[config.mk]
export PLATFORM = sky130hd
export DESIGN_NAME = interrupt_line_share_allocator
export DESIGN_NICKNAME = d
export VERILOG_FILES = /design/src/hw/rtl/ilsa_pkg.sv /design/src/hw/rtl/ilsa_ram.sv /design/src/hw/rtl/ilsa_upd.sv /design/src/hw/rtl/interrupt_line_share_allocator.sv
export SDC_FILE = /design/constraint.sdc
export NUM_CORES = 1
export LEC_CHECK = 0
export BUFFER_PORTS_ARGS = -buffer_cell sky130_fd_sc_hd__buf_2
export CORE_ASPECT_RATIO = 2
export CORE_UTILIZATION = 45
export CTS_CLUSTER_DIAMETER = 100
export CTS_CLUSTER_SIZE = 30
export DETAILED_ROUTE_END_ITERATION = 10
export SLEW_MARGIN = 20
export SYNTH_ARGS = -nofsm -noshare
export SYNTH_HDL_FRONTEND = slang
export SYNTH_SLANG_ARGS = --single-unit
[constraint.sdc]
create_clock -name i_clk -period 9.58 [get_ports i_clk]
set_input_delay 1.437 -clock i_clk [delete_from_list [all_inputs] [get_ports i_clk]]
set_output_delay 1.437 -clock i_clk [all_outputs]
set_load 0.01 [all_outputs]
[src/hw/rtl/ilsa_pkg.sv]
`timescale 1ns / 1ps
// Shared types, constants and helpers for the interrupt line share allocator.
// No dependencies; ilsa_upd, the top, ilsa_chk and the testbench import it.
package ilsa_pkg;

    localparam int NUM_LINES   = 16;
    localparam int COUNT_WIDTH = 8;
    localparam int LINE_W      = 5;
    localparam int IDX_W       = $clog2(NUM_LINES);
    localparam int SHARE_W     = 8;

    typedef enum logic [1:0] {
        OP_CLAIM   = 2'd0,
        OP_RELEASE = 2'd1,
        OP_ADD     = 2'd2,
        OP_REMOVE  = 2'd3
    } t_op;

    typedef enum logic [1:0] {
        SH_EXCL = 2'd0,
        SH_TIME = 2'd1,
        SH_DYN  = 2'd2,
        SH_NONE = 2'd3
    } t_share;

    typedef enum logic [1:0] {
        ST_OK       = 2'd0,
        ST_IN_USE   = 2'd1,
        ST_BAD_ATTR = 2'd2,
        ST_BAD_LINE = 2'd3
    } t_status;

    // Line type codes held in the table entry
    localparam logic [1:0] LT_NONE = 2'd0;
    localparam logic [1:0] LT_TIME = 2'd1;
    localparam logic [1:0] LT_DYN  = 2'd2;

    typedef struct packed {
        logic [1:0]             typ;
        logic                   removed;
        logic                   resv;
        logic                   alloc;
        logic [COUNT_WIDTH-1:0] tcnt;
        logic [COUNT_WIDTH-1:0] dcnt;
    } t_entry;

    localparam int ENTRY_W = $bits(t_entry);

    typedef struct packed {
        t_op    op;
        t_share share;
        logic   first_sharer;
        logic   specific;
        logic   host_line_free;
        logic   want_reserved;
        logic   claims_allocated;
    } t_req;

    typedef struct packed {
        t_status status;
        t_entry  entry;
    } t_upd;

    // Share count shown for a line: counter chosen by type, clamped to 8 bits
    function automatic logic [SHARE_W-1:0] share_of(input t_entry e);
        logic [15:0] ext;
        ext = '0;
        if (e.typ == LT_TIME) begin
            ext = 16'(e.tcnt);
        end else if (e.typ == LT_DYN) begin
            ext = 16'(e.dcnt);
        end
        share_of = (ext > 16'd255) ? 8'hFF : ext[7:0];
    endfunction

endpackage

[src/hw/rtl/ilsa_ram.sv]
`timescale 1ns / 1ps
// Generic single-write, single-read synchronous RAM with registered read data.
// No dependencies.
module ilsa_ram #(
    parameter int WIDTH = 8,
    parameter int DEPTH = 16
) (
    input  logic                     i_clk,
    input  logic                     i_we,
    input  logic [$clog2(DEPTH)-1:0] i_waddr,
    input  logic [WIDTH-1:0]         i_wdata,
    input  logic                     i_re,
    input  logic [$clog2(DEPTH)-1:0] i_raddr,
    output logic [WIDTH-1:0]         o_rdata
);

    logic [WIDTH-1:0] r_mem [DEPTH];
    logic [WIDTH-1:0] r_rdata;

    always_ff @(posedge i_clk) begin
        if (i_we) begin
            r_mem[i_waddr] <= i_wdata;
        end
        if (i_re) begin
            r_rdata <= r_mem[i_raddr];
        end
    end

    assign o_rdata = r_rdata;

endmodule

[src/hw/rtl/ilsa_upd.sv]
`timescale 1ns / 1ps
// Entry update logic: applies one operation to one table entry.
// Depends on ilsa_pkg.
module ilsa_upd import ilsa_pkg::*; (
    input  t_req   i_req,
    input  t_entry i_entry,
    output t_upd   o_upd
);

    t_entry  e;
    t_status st;
    logic [1:0] want_typ;

    always_comb begin
        e        = i_entry;
        st       = ST_OK;
        want_typ = 2'(i_req.share);
        case (i_req.op)
            OP_CLAIM: begin
                if (i_entry.alloc) begin
                    if (i_req.share == SH_EXCL) begin
                        st = ST_IN_USE;
                    end else if (i_req.share == SH_NONE) begin
                        st = ST_OK;
                    end else if (i_entry.typ != want_typ) begin
                        st = ST_IN_USE;
                    end else if (i_req.first_sharer) begin
                        st = ST_BAD_ATTR;
                    end else if (i_req.share == SH_TIME) begin
                        if (i_entry.tcnt != '1) e.tcnt = i_entry.tcnt + 1'b1;
                    end else begin
                        if (i_entry.dcnt != '1) e.dcnt = i_entry.dcnt + 1'b1;
                    end
                end else if (i_entry.resv && !i_req.specific) begin
                    st = ST_IN_USE;
                end else if (!i_req.host_line_free) begin
                    st = ST_IN_USE;
                end else if (i_req.share == SH_EXCL) begin
                    e.alloc = 1'b1;
                end else if (i_req.share != SH_NONE) begin
                    if (!i_req.first_sharer) begin
                        st = ST_BAD_ATTR;
                    end else begin
                        e.alloc = 1'b1;
                        e.typ   = want_typ;
                        if (i_req.share == SH_TIME) begin
                            e.tcnt = COUNT_WIDTH'(1);
                        end else begin
                            e.dcnt = COUNT_WIDTH'(1);
                        end
                    end
                end
            end
            OP_RELEASE: begin
                if (i_req.share == SH_EXCL) begin
                    e.alloc   = 1'b0;
                    e.removed = 1'b0;
                    e.typ     = LT_NONE;
                end else if (i_req.share == SH_TIME) begin
                    if (i_entry.tcnt != '0) e.tcnt = i_entry.tcnt - 1'b1;
                    if (e.tcnt == '0) begin
                        e.alloc   = 1'b0;
                        e.removed = 1'b0;
                        e.typ     = LT_NONE;
                    end
                end else if (i_req.share == SH_DYN) begin
                    if (i_entry.dcnt != '0) e.dcnt = i_entry.dcnt - 1'b1;
                    if (e.dcnt == '0) begin
                        e.alloc   = 1'b0;
                        e.removed = 1'b0;
                        e.typ     = LT_NONE;
                    end
                end
            end
            OP_ADD: begin
                if (i_entry.removed) begin
                    e.removed = 1'b0;
                    e.alloc   = 1'b0;
                    e.resv    = i_req.want_reserved;
                end else if (i_req.claims_allocated) begin
                    st = ST_IN_USE;
                end else begin
                    e.resv = i_req.want_reserved;
                end
            end
            OP_REMOVE: begin
                if (i_entry.removed) begin
                    st = ST_OK;
                end else if (i_entry.alloc) begin
                    st = ST_IN_USE;
                end else begin
                    e.alloc   = 1'b1;
                    e.removed = 1'b1;
                    e.resv    = 1'b0;
                end
            end
            default: begin
                st = ST_OK;
            end
        endcase
        o_upd.status = st;
        o_upd.entry  = e;
    end

endmodule

[src/hw/rtl/interrupt_line_share_allocator.sv]
`timescale 1ns / 1ps
// Top level of the interrupt line share allocator: line table RAM, valid bits,
// sequencer and output register. Depends on ilsa_pkg, ilsa_ram, ilsa_upd.
//
//   channel | direction | handshake                  | payload
//   --------+-----------+----------------------------+-------------------------------
//   in      | input     | i_in_valid / o_in_stall    | opcode, line, share_type, flags
//   out     | output    | o_out_valid / i_out_stall  | status, line_allocated, count
//
// For each item the accept edge issues the table read; once the output register
// can take the result, a later edge writes the updated entry back and loads the
// output register. The registered read data of the line table RAM sets this split.
// Reset clears the per-line valid bits; no clearing pass runs, a line never
// written reads as all zero.
// A result waiting in the output register does not block a new item; the
// write-back step waits only while the output register is full and stalled.
module interrupt_line_share_allocator import ilsa_pkg::*; (
    input  logic               i_clk,
    input  logic               i_rst_n,
    input  logic               i_in_valid,
    output logic               o_in_stall,
    input  logic [1:0]         i_opcode,
    input  logic [LINE_W-1:0]  i_line,
    input  logic [1:0]         i_share_type,
    input  logic               i_first_sharer,
    input  logic               i_specific,
    input  logic               i_host_line_free,
    input  logic               i_want_reserved,
    input  logic               i_claims_allocated,
    output logic               o_out_valid,
    input  logic               i_out_stall,
    output logic [1:0]         o_status,
    output logic               o_line_allocated,
    output logic [SHARE_W-1:0] o_share_count
);

    typedef enum logic {
        S_IDLE,
        S_WORK
    } t_state;

    t_state             r_state;
    t_req               r_req;
    logic [IDX_W-1:0]   r_idx;
    logic               r_bad;
    logic [NUM_LINES-1:0] r_vld;
    logic               r_out_valid;
    logic [1:0]         r_status;
    logic               r_line_alloc;
    logic [SHARE_W-1:0] r_share;

    logic               accept;
    logic               done;
    logic               taken;
    logic               in_bad;
    logic               wr_en;
    logic [ENTRY_W-1:0] rd_data;
    t_entry             cur_entry;
    t_upd               upd;
    t_req               in_req;

    // One item in flight; hold the input while it is worked on
    assign o_in_stall = (r_state != S_IDLE);
    assign accept     = i_in_valid && !o_in_stall;
    assign taken      = r_out_valid && !i_out_stall;
    // Advance to write-back once the output register can take the result
    assign done       = (r_state == S_WORK) && (!r_out_valid || !i_out_stall);
    assign in_bad     = ({1'b0, i_line} >= (LINE_W + 1)'(NUM_LINES));
    assign wr_en      = done && !r_bad;

    assign in_req.op               = t_op'(i_opcode);
    assign in_req.share            = t_share'(i_share_type);
    assign in_req.first_sharer     = i_first_sharer;
    assign in_req.specific         = i_specific;
    assign in_req.host_line_free   = i_host_line_free;
    assign in_req.want_reserved    = i_want_reserved;
    assign in_req.claims_allocated = i_claims_allocated;

    ilsa_ram #(
        .WIDTH (ENTRY_W),
        .DEPTH (NUM_LINES)
    ) u_table (
        .i_clk   (i_clk),
        .i_we    (wr_en),
        .i_waddr (r_idx),
        .i_wdata (upd.entry),
        .i_re    (accept),
        .i_raddr (i_line[IDX_W-1:0]),
        .o_rdata (rd_data)
    );

    // A line never written reads as its reset value
    assign cur_entry = r_vld[r_idx] ? t_entry'(rd_data) : '0;

    ilsa_upd u_upd (
        .i_req   (r_req),
        .i_entry (cur_entry),
        .o_upd   (upd)
    );

    always_ff @(posedge i_clk) begin
        if (!i_rst_n) begin
            r_state     <= S_IDLE;
            r_vld       <= '0;
            r_out_valid <= 1'b0;
        end else begin
            // Drop a taken result unless a new one loads on the same edge
            if (taken && !done) begin
                r_out_valid <= 1'b0;
            end
            if (wr_en) begin
                r_vld[r_idx] <= 1'b1;
            end
            case (r_state)
                S_IDLE: begin
                    if (accept) begin
                        r_state <= S_WORK;
                        r_req   <= in_req;
                        r_idx   <= i_line[IDX_W-1:0];
                        r_bad   <= in_bad;
                    end
                end
                S_WORK: begin
                    if (done) begin
                        r_state     <= S_IDLE;
                        r_out_valid <= 1'b1;
                        if (r_bad) begin
                            // Out-of-range line: fixed result, table untouched
                            r_status     <= ST_BAD_LINE;
                            r_line_alloc <= 1'b0;
                            r_share      <= '0;
                        end else begin
                            r_status     <= upd.status;
                            r_line_alloc <= upd.entry.alloc;
                            r_share      <= share_of(upd.entry);
                        end
                    end
                end
                default: begin
                    r_state <= S_IDLE;
                end
            endcase
        end
    end

    assign o_out_valid      = r_out_valid;
    assign o_status         = r_status;
    assign o_line_allocated = r_line_alloc;
    assign o_share_count    = r_share;

endmodule

* Word level (Yosys, flattened, before mapping)
Memory sizes are Yosys's and may differ from the RTL's. A register that Yosys moved wholly into a read port is not among the register bits. Cells that the tools add are included.
Storage, ports and cells: bits in registers 43, RAM bits 336, bits of input ports 18, logic and storage cells 152, memories kept 1
Operators by class: add/subtract/negate cells 4, magnitude comparators 4, equality and inequality tests 12, mux-type cells 92, bitwise operators 2, reductions and logical operators 22
Memory list:
- u_table.r_mem | words 16, width 21, read ports 1, clocked after Yosys merged registers in 1, wr ports 1, line ilsa_ram.sv:17 | logic [WIDTH-1:0] r_mem [DEPTH];
Operators by type and width (count):
- 16-bit 2-to-1 mux | 11
- 8-bit 2-to-1 mux | 21
- 17-bit 2-to-1 mux | 4
- 2-bit 2-to-1 mux | 16
- 16-bit one-hot mux with 2 select lines | 1
- 1-bit 2-to-1 mux | 23
- 21-bit 2-to-1 mux | 1
- 3-bit 2-to-1 mux | 7
- 8-bit by 1-bit adder with 8-bit output (second input constant) | 2
- 16-bit by 8-bit greater-than comparator with 1-bit output (second input constant) | 1
- 8-bit logical NOT | 2
- 8-bit != test (second input constant) | 2
- 16-bit OR | 1
- 8-bit nonzero test | 2
- 8-bit by 1-bit subtractor with 8-bit output (second input constant) | 2
- 2-bit equality test (second input constant) | 5
- 1-bit logical AND | 7
- 2-bit by 1-bit equality test with 1-bit output (second input constant) | 3
- 1-bit logical NOT | 6
- 2-bit one-hot mux with 3 select lines | 1
- 3-bit AND reduction | 2
- 5-bit greater-or-equal comparator (second input constant) | 1
- 4-bit by 5-bit less-than comparator with 1-bit output (second input constant) | 1
- 1-bit binary-select mux with 4-bit select | 1
- other kinds (11) | 13

* Longest topological paths before layout
word-level depth 24, gate-level depth with buffers 18, depth with buffers taken out 15

* Hierarchy
From an unflattened synthesis, not the netlist that was laid out.
Unflattened totals: cell total of the unflattened synthesis 1002, area total of the unflattened synthesis 17032.6 um2
By module, submodules not included:
- ilsa_ram | times used 1, cells an instance 557, area each 13487.9 um2, seq. area each 10720.3 um2
- interrupt_line_share_allocator | times used 1, cells an instance 158, area each 1830.5 um2, seq. area each 1111.1 um2
- ilsa_upd | times used 1, cells an instance 287, area each 1714.1 um2, seq. area each 0.0 um2

* Least setup slack after synthesis
Ideal clock, no wire load.
path type register to register, start register r_idx[0], end register r_share[5] (netlist: o_share_count[5]), data pin, library setup time 0.270 ns, arrival time 3.806 ns, data required time 9.310 ns, path slack 5.503 ns, cell stages (with the launch flop) 16, buffers on the path 2, period minus slack after synthesis 4.077 ns, cell sequence edfxtp_1 -> mux2_2 -> a2bb2oi_1 -> a21bo_2 -> buf_2 -> buf_2 -> and3_1 -> ha_1 -> and3_1 -> a211oi_1 -> and3_1 -> nand4_1 -> a31o_2 -> a211o_1 -> nand2_1 -> o32ai_1
Between the ends: elaborated cells on any way between the ends 67, classes of those cells add/sub (4); order compare (1); eq/ne (5); mux (52); reduce/logical (5)
RTL lines:
- from (decl) | line interrupt_line_share_allocator.sv:44 | logic [IDX_W-1:0] r_idx;
- from (signal assigned) | line interrupt_line_share_allocator.sv:119 | r_idx <= i_line[IDX_W-1:0];
- 1-bit binary-select mux with 4-bit select * | line interrupt_line_share_allocator.sv:93 | assign cur_entry = r_vld[r_idx] ? t_entry'(rd_data) : '0;
- 1-bit 2-to-1 mux (not written as such) * | line interrupt_line_share_allocator.sv:93
- 21-bit 2-to-1 mux * | line interrupt_line_share_allocator.sv:93
- 8-bit by 1-bit adder with 8-bit output or 8-bit != test (tied branches) | line ilsa_upd.sv:30 | if (i_entry.tcnt != '1) e.tcnt = i_entry.tcnt + 1'b1;
- 8-bit 2-to-1 mux | line ilsa_upd.sv:30
- 8-bit 2-to-1 mux | line ilsa_upd.sv:29 | end else if (i_req.share == SH_TIME) begin
- 16-bit 2-to-1 mux | line ilsa_upd.sv:27 | end else if (i_req.first_sharer) begin
- 16-bit 2-to-1 mux | line ilsa_upd.sv:25 | end else if (i_entry.typ != want_typ) begin
- [4 not listed]
- named net u_table.i_wdata[13] | line ilsa_ram.sv:11 | input logic [WIDTH-1:0] i_wdata,
- 8-bit 2-to-1 mux * | line ilsa_pkg.sv:68 | if (e.typ == LT_TIME) begin
- 16-bit 2-to-1 mux * | line interrupt_line_share_allocator.sv:127 | if (r_bad) begin
- 16-bit 2-to-1 mux * | line interrupt_line_share_allocator.sv:124 | if (done) begin
- 16-bit 2-to-1 mux * | line interrupt_line_share_allocator.sv:114 | case (r_state)
- 16-bit 2-to-1 mux * | line interrupt_line_share_allocator.sv:102 | if (!i_rst_n) begin
- 16-bit by 8-bit greater-than comparator with 1-bit output | line ilsa_pkg.sv:73 | share_of = (ext > 16'd255) ? 8'hFF : ext[7:0];
- 8-bit 2-to-1 mux * | line ilsa_pkg.sv:73
- to (signal assigned) | line interrupt_line_share_allocator.sv:135 | r_share <= share_of(upd.entry);
- to (decl) | line interrupt_line_share_allocator.sv:50 | logic [SHARE_W-1:0] r_share;
The timed path passes the listed nets; every way through them passes the cells marked *. The select of a mux whose other input is x is not followed. A chain may end at the register's enable or synchronous reset.

* Worst setup path in the final report
start register r_idx[0], end memory u_table.r_mem[10][19] in the netlist's numbering, data pin
Between the ends: word-level cells in the longest chain between the ends 15, elaborated cells on any way between the ends 31, classes of those cells add/sub (2); mux (24); reduce/logical (5)
RTL lines:
- 1-bit binary-select mux with 4-bit select * | line interrupt_line_share_allocator.sv:93
- 1-bit 2-to-1 mux (not written as such) * | line interrupt_line_share_allocator.sv:93
- 21-bit 2-to-1 mux * | line interrupt_line_share_allocator.sv:93
- 8-bit by 1-bit subtractor with 8-bit output or 8-bit nonzero test (tied branches) | line ilsa_upd.sv:67 | if (i_entry.dcnt != '0) e.dcnt = i_entry.dcnt - 1'b1;
- 8-bit 2-to-1 mux | line ilsa_upd.sv:67
- 8-bit 2-to-1 mux | line ilsa_upd.sv:66 | end else if (i_req.share == SH_DYN) begin
- 8-bit 2-to-1 mux | line ilsa_upd.sv:59 | end else if (i_req.share == SH_TIME) begin
- 8-bit 2-to-1 mux | line ilsa_upd.sv:55 | if (i_req.share == SH_EXCL) begin
- 8-bit 2-to-1 mux | line ilsa_upd.sv:18 | case (i_req.op)
- 8-bit logical NOT | line ilsa_upd.sv:68 | if (e.dcnt == '0) begin
- 3-bit 2-to-1 mux | line ilsa_upd.sv:68
- 3-bit 2-to-1 mux | line ilsa_upd.sv:66
- 3-bit 2-to-1 mux | line ilsa_upd.sv:59
- 3-bit 2-to-1 mux | line ilsa_upd.sv:55
- 2-bit one-hot mux with 2 select lines * | line ilsa_upd.sv:18
- named net u_table.i_wdata[19] | line ilsa_ram.sv:11
- to (decl) | line ilsa_ram.sv:17
Marked as above.

==> flow_summary.json <==
{
  "drt-vias-per-instance": 6.505,
  "ys_ff_latch": 400,
  "fin_setup_tns_ns": 0,
  "post-route-cell-area_sq_mm": 0.01850,
  "setup_viol": 0,
  "finalCritPeriodShare": 0.5511,
  "finalPower_w": 0.003070,
  "avgSynthCellArea_sq_um": 16.97,
  "port_buffers": 30,
  "clock_latency_ns": 0.53,
  "dr.pass1.iters": 5,
  "start_kind": "flip-flop",
  "p_leak_nw": 5.863,
  "core_area_sq_mm": 0.03791,
  "drt-total-wl_microns": 47690,
  "cellPowerDensity_mw_per_mm2": 165.9,
  "cts-resized-gates": 0,
  "gr-usage-all-layers": 0.2513,
  "status": "completed",
  "post-cts-setup-buffers": 0,
  "root_buffer": "clkbuf_16",
  "drv_cap": 0,
  "max-vdd-ir-drop_mv": 0.1365,
  "die_w_microns": 140.5,
  "synth-seq-area-share": 0.6855,
  "synth_edf_count": 382,
  "critPathCaptureType": "flip-flop",
  "drc_errors": 0,
  "seq_power_share": 0.643,
  "slew_violations": 0,
  "syn_to_final_growth_pct": 7.184,
  "ys_warn_count": 0,
  "cts_tree": "yes",
  "clk_pin_slew_ns": 0.11,
  "skew_ns": 0.01834,
  "netlist_instances": 1017,
  "synth_cell_types": 79,
  "placed_area_sq_mm": 0.01802,
  "grt_pass1_vias": 9923,
  "die_area_sq_mm": 0.03919,
  "boundaryPins": 31,
  "finalHoldViolCount": 0,
  "async_flop_share": 0,
  "rows": 101,
  "gp_congestion": 0.9691,
  "clock-sinks": 400,
  "fmax_mhz": 189.4,
  "num_vias": 9673,
  "required_ns": 9.78,
  "antenna_left": 0,
  "p_switching_w": 0.0006857,
  "tightestPinTransition_ns": 1.104,
  "gr-total-overflow": 0,
  "drive_gt1_frac": 0.2119,
  "syn_nets": 1040,
  "ys.flop_type": "edfxtp_1",
  "cp_max_fo": 19,
  "cp.arrival_ns": 5.47,
  "clkPwrFrac": 0.279,
  "finalCriticalPeriod_ns": 5.280,
  "start_util": 0.4553,
  "fin_nets": 1046,
  "final_util": 0.4880,
  "fill_cells": 3138,
  "htreeDepth": 1,
  "synth_area_sq_mm": 0.01726,
  "grt_start_max_net_pins": 46,
  "max-slew-margin-rel": 0.2637,
  "drtIter0Drc": 1119,
  "hold_path.class": "flip-flop to flip-flop",
  "swShare": 0.2234,
  "antenna_found_initial": 0,
  "whs_ns": 0.4817,
  "crit_type": "flip-flop to flip-flop",
  "grt_pass1_wl_microns": 69340,
  "dp_hpwl_microns": 28990,
  "rsz0062_at_grt": "no",
  "diodes": 0,
  "ctsHoldBuffers": 0,
  "wl_per_cell_microns": 32.07,
  "die_h_microns": 279.0,
  "cts_max_path_buffers": 3,
  "intPower_w": 0.002384,
  "numCtsBuffers": 17,
  "p_comb_frac": 0.078
}
-- kinds of logic (layout without fill, tap and decap cells) --
family                   after synthesis  after routing  share of synthesized area
AO/OA/AOI/OAI                        163            163                    0.06945
XOR/XNOR                               6              6                   0.003045
adder cells (fa/ha/maj)                6              6                   0.004204
buffers and inverters                 93            100                    0.02167
flip-flops                           400            400                     0.6855
multiplexers                         117            117                     0.1448
AND/OR/NAND/NOR                      232            232                    0.07140
-- layer usage --
| layer | part of all wire | global-route usage |
|---|---|---|
| met1 | 0.37 | 0.2952 |
| met2 | 0.54 | 0.4518 |
| met3 | 0.042 | 0.02572 |
| met4 | 0.056 | 0.1332 |
| met5 | 0 | 0 |
-- state kept, by name, indices dropped and copies added, names as in the netlist --
register          count
u_table.r_mem       336
u_table.o_rdata      21
r_vld                16
r_req                 9
o_share_count         8
r_idx                 4
o_status              2
o_in_stall            1
o_line_allocated      1
o_out_valid           1
r_bad                 1
-- power groups by stage --
stage | clock network [W] | logic (W) | registers, W
floorplan | 0 | 0.000174 | 0.00199
global placement | 0 | 0.000236 | 0.00201
detailed placement | 0 | 0.000238 | 0.00201
CTS | 0.000878 | 0.000238 | 0.00197
global route | 0.000933 | 0.000257 | 0.00197
finish | 0.000857 | 0.000239 | 0.00197
-- placed cells by master, fill, tap and decap left out, types with 5 or more instances in the layout --
cell / Yosys / layout
edfxtp_1: 382 / 382
mux4_2: 106 / 106
nor2_1: 57 / 45
nand2_1: 41 / 41
buf_2: 8 / 28
inv_1: 27 / 27
buf_4: 2 / 24
a21oi_1: 24 / 23
nand3_1: 21 / 21
o21ai_0: 21 / 21
nor3_1: 22 / 18
o21a_1: 18 / 18
dfxtp_1: 18 / 18
clkbuf_16: 0 / 17
a31oi_1: 14 / 14
and3_1: 13 / 13
nand2b_1: 12 / 12
nor2_4: 0 / 12
mux2i_1: 10 / 10
nor2b_1: 11 / 10
nand4_1: 10 / 10
o32ai_1: 7 / 7
o22ai_1: 7 / 7
nand3b_1: 6 / 6
a211oi_1: 6 / 6
a22oi_1: 5 / 5
nor4_1: 5 / 5
or3_1: 5 / 5
o211ai_1: 5 / 5
ha_1: 5 / 5
-- per-stage QoR --
stage | cells | setup slack (ns)
2_1_floorplan | 1017 | 5.503
3_3_place_gp | 1467 | 4.624
3_5_place_dp | 1467 | 4.433
4_1_cts | 1487 | 4.371
5_1_grt | 1487 | 4.054
6_report | 1487 | 4.300
-- cell usage after synthesis, types with 5 or more instances --
master,n,area (sq um)
a31oi_1,14,87.58
o22ai_1,7,43.79
o32ai_1,7,61.31
mux4_2,106,2387
nor3_1,22,110.1
nor2b_1,11,68.82
nand2_1,41,153.9
nand4_1,10,62.56
mux2i_1,10,100.1
o21ai_0,21,105.1
buf_1,11,41.29
o21a_1,18,135.1
buf_2,8,40.04
a211oi_1,6,45.04
ha_1,5,62.56
or3_1,5,31.28
dfxtp_1,18,360.4
clkbuf_1,44,165.2
nand2b_1,12,75.07
a22oi_1,5,37.54
edfxtp_1,382,11470
o211ai_1,5,37.54
nand3_1,21,105.1
a21oi_1,24,120.1
nor4_1,5,31.28
inv_1,27,101.4
nor2_1,57,214.0
nand3b_1,6,45.04
and3_1,13,81.33
-- critical path, stage by stage, from the launching register on --
cell and delay [ns]:
edfxtp_1 0.68, mux2i_1 0.14, mux4_2 0.55, nand2b_1 0.63
and3_1 0.32, inv_1 0.05, ha_1 0.24, nand2b_1 0.22
nor4_1 0.13, a32o_1 0.26, nand4_1 0.08, a32oi_1 0.14
a211oi_1 0.47, nor2_1 0.23, nor2_1 0.79
-- cell type report --
cell class | count | area [sq um] | share of cell area
Clock inverter | 3 | 53.80 | 0.002908
Inverter | 27 | 101.3 | 0.005478
Clock buffer | 17 | 425.4 | 0.02299
Timing Repair Buffer | 53 | 331.6 | 0.01792
Tap cell | 463 | 579.3 | 0.03131
Sequential cell | 400 | 11830 | 0.6395
Multi-Input combinational cell | 524 | 5177 | 0.2799
-- path summary, 6_finish.rpt --
| kind | start | end | slack, ns | cells after the start |
|---|---|---|---|---|
| worst min-delay path | r_vld[10]$_SDFFE_PN0P_ | r_vld[10]$_SDFFE_PN0P_ | 0.48 | 1 |
| worst min register to register | r_vld[10]$_SDFFE_PN0P_ | r_vld[10]$_SDFFE_PN0P_ | 0.48 | 1 |
| worst max register to register | r_idx[0]$_DFFE_PP_ | u_table.r_mem[10][19]$_DFFE_PP_ | 4.30 | 14 |
| worst max-delay path | r_idx[0]$_DFFE_PP_ | u_table.r_mem[10][19]$_DFFE_PP_ | 4.30 | 14 |
(Power assumes the default switching activity.)
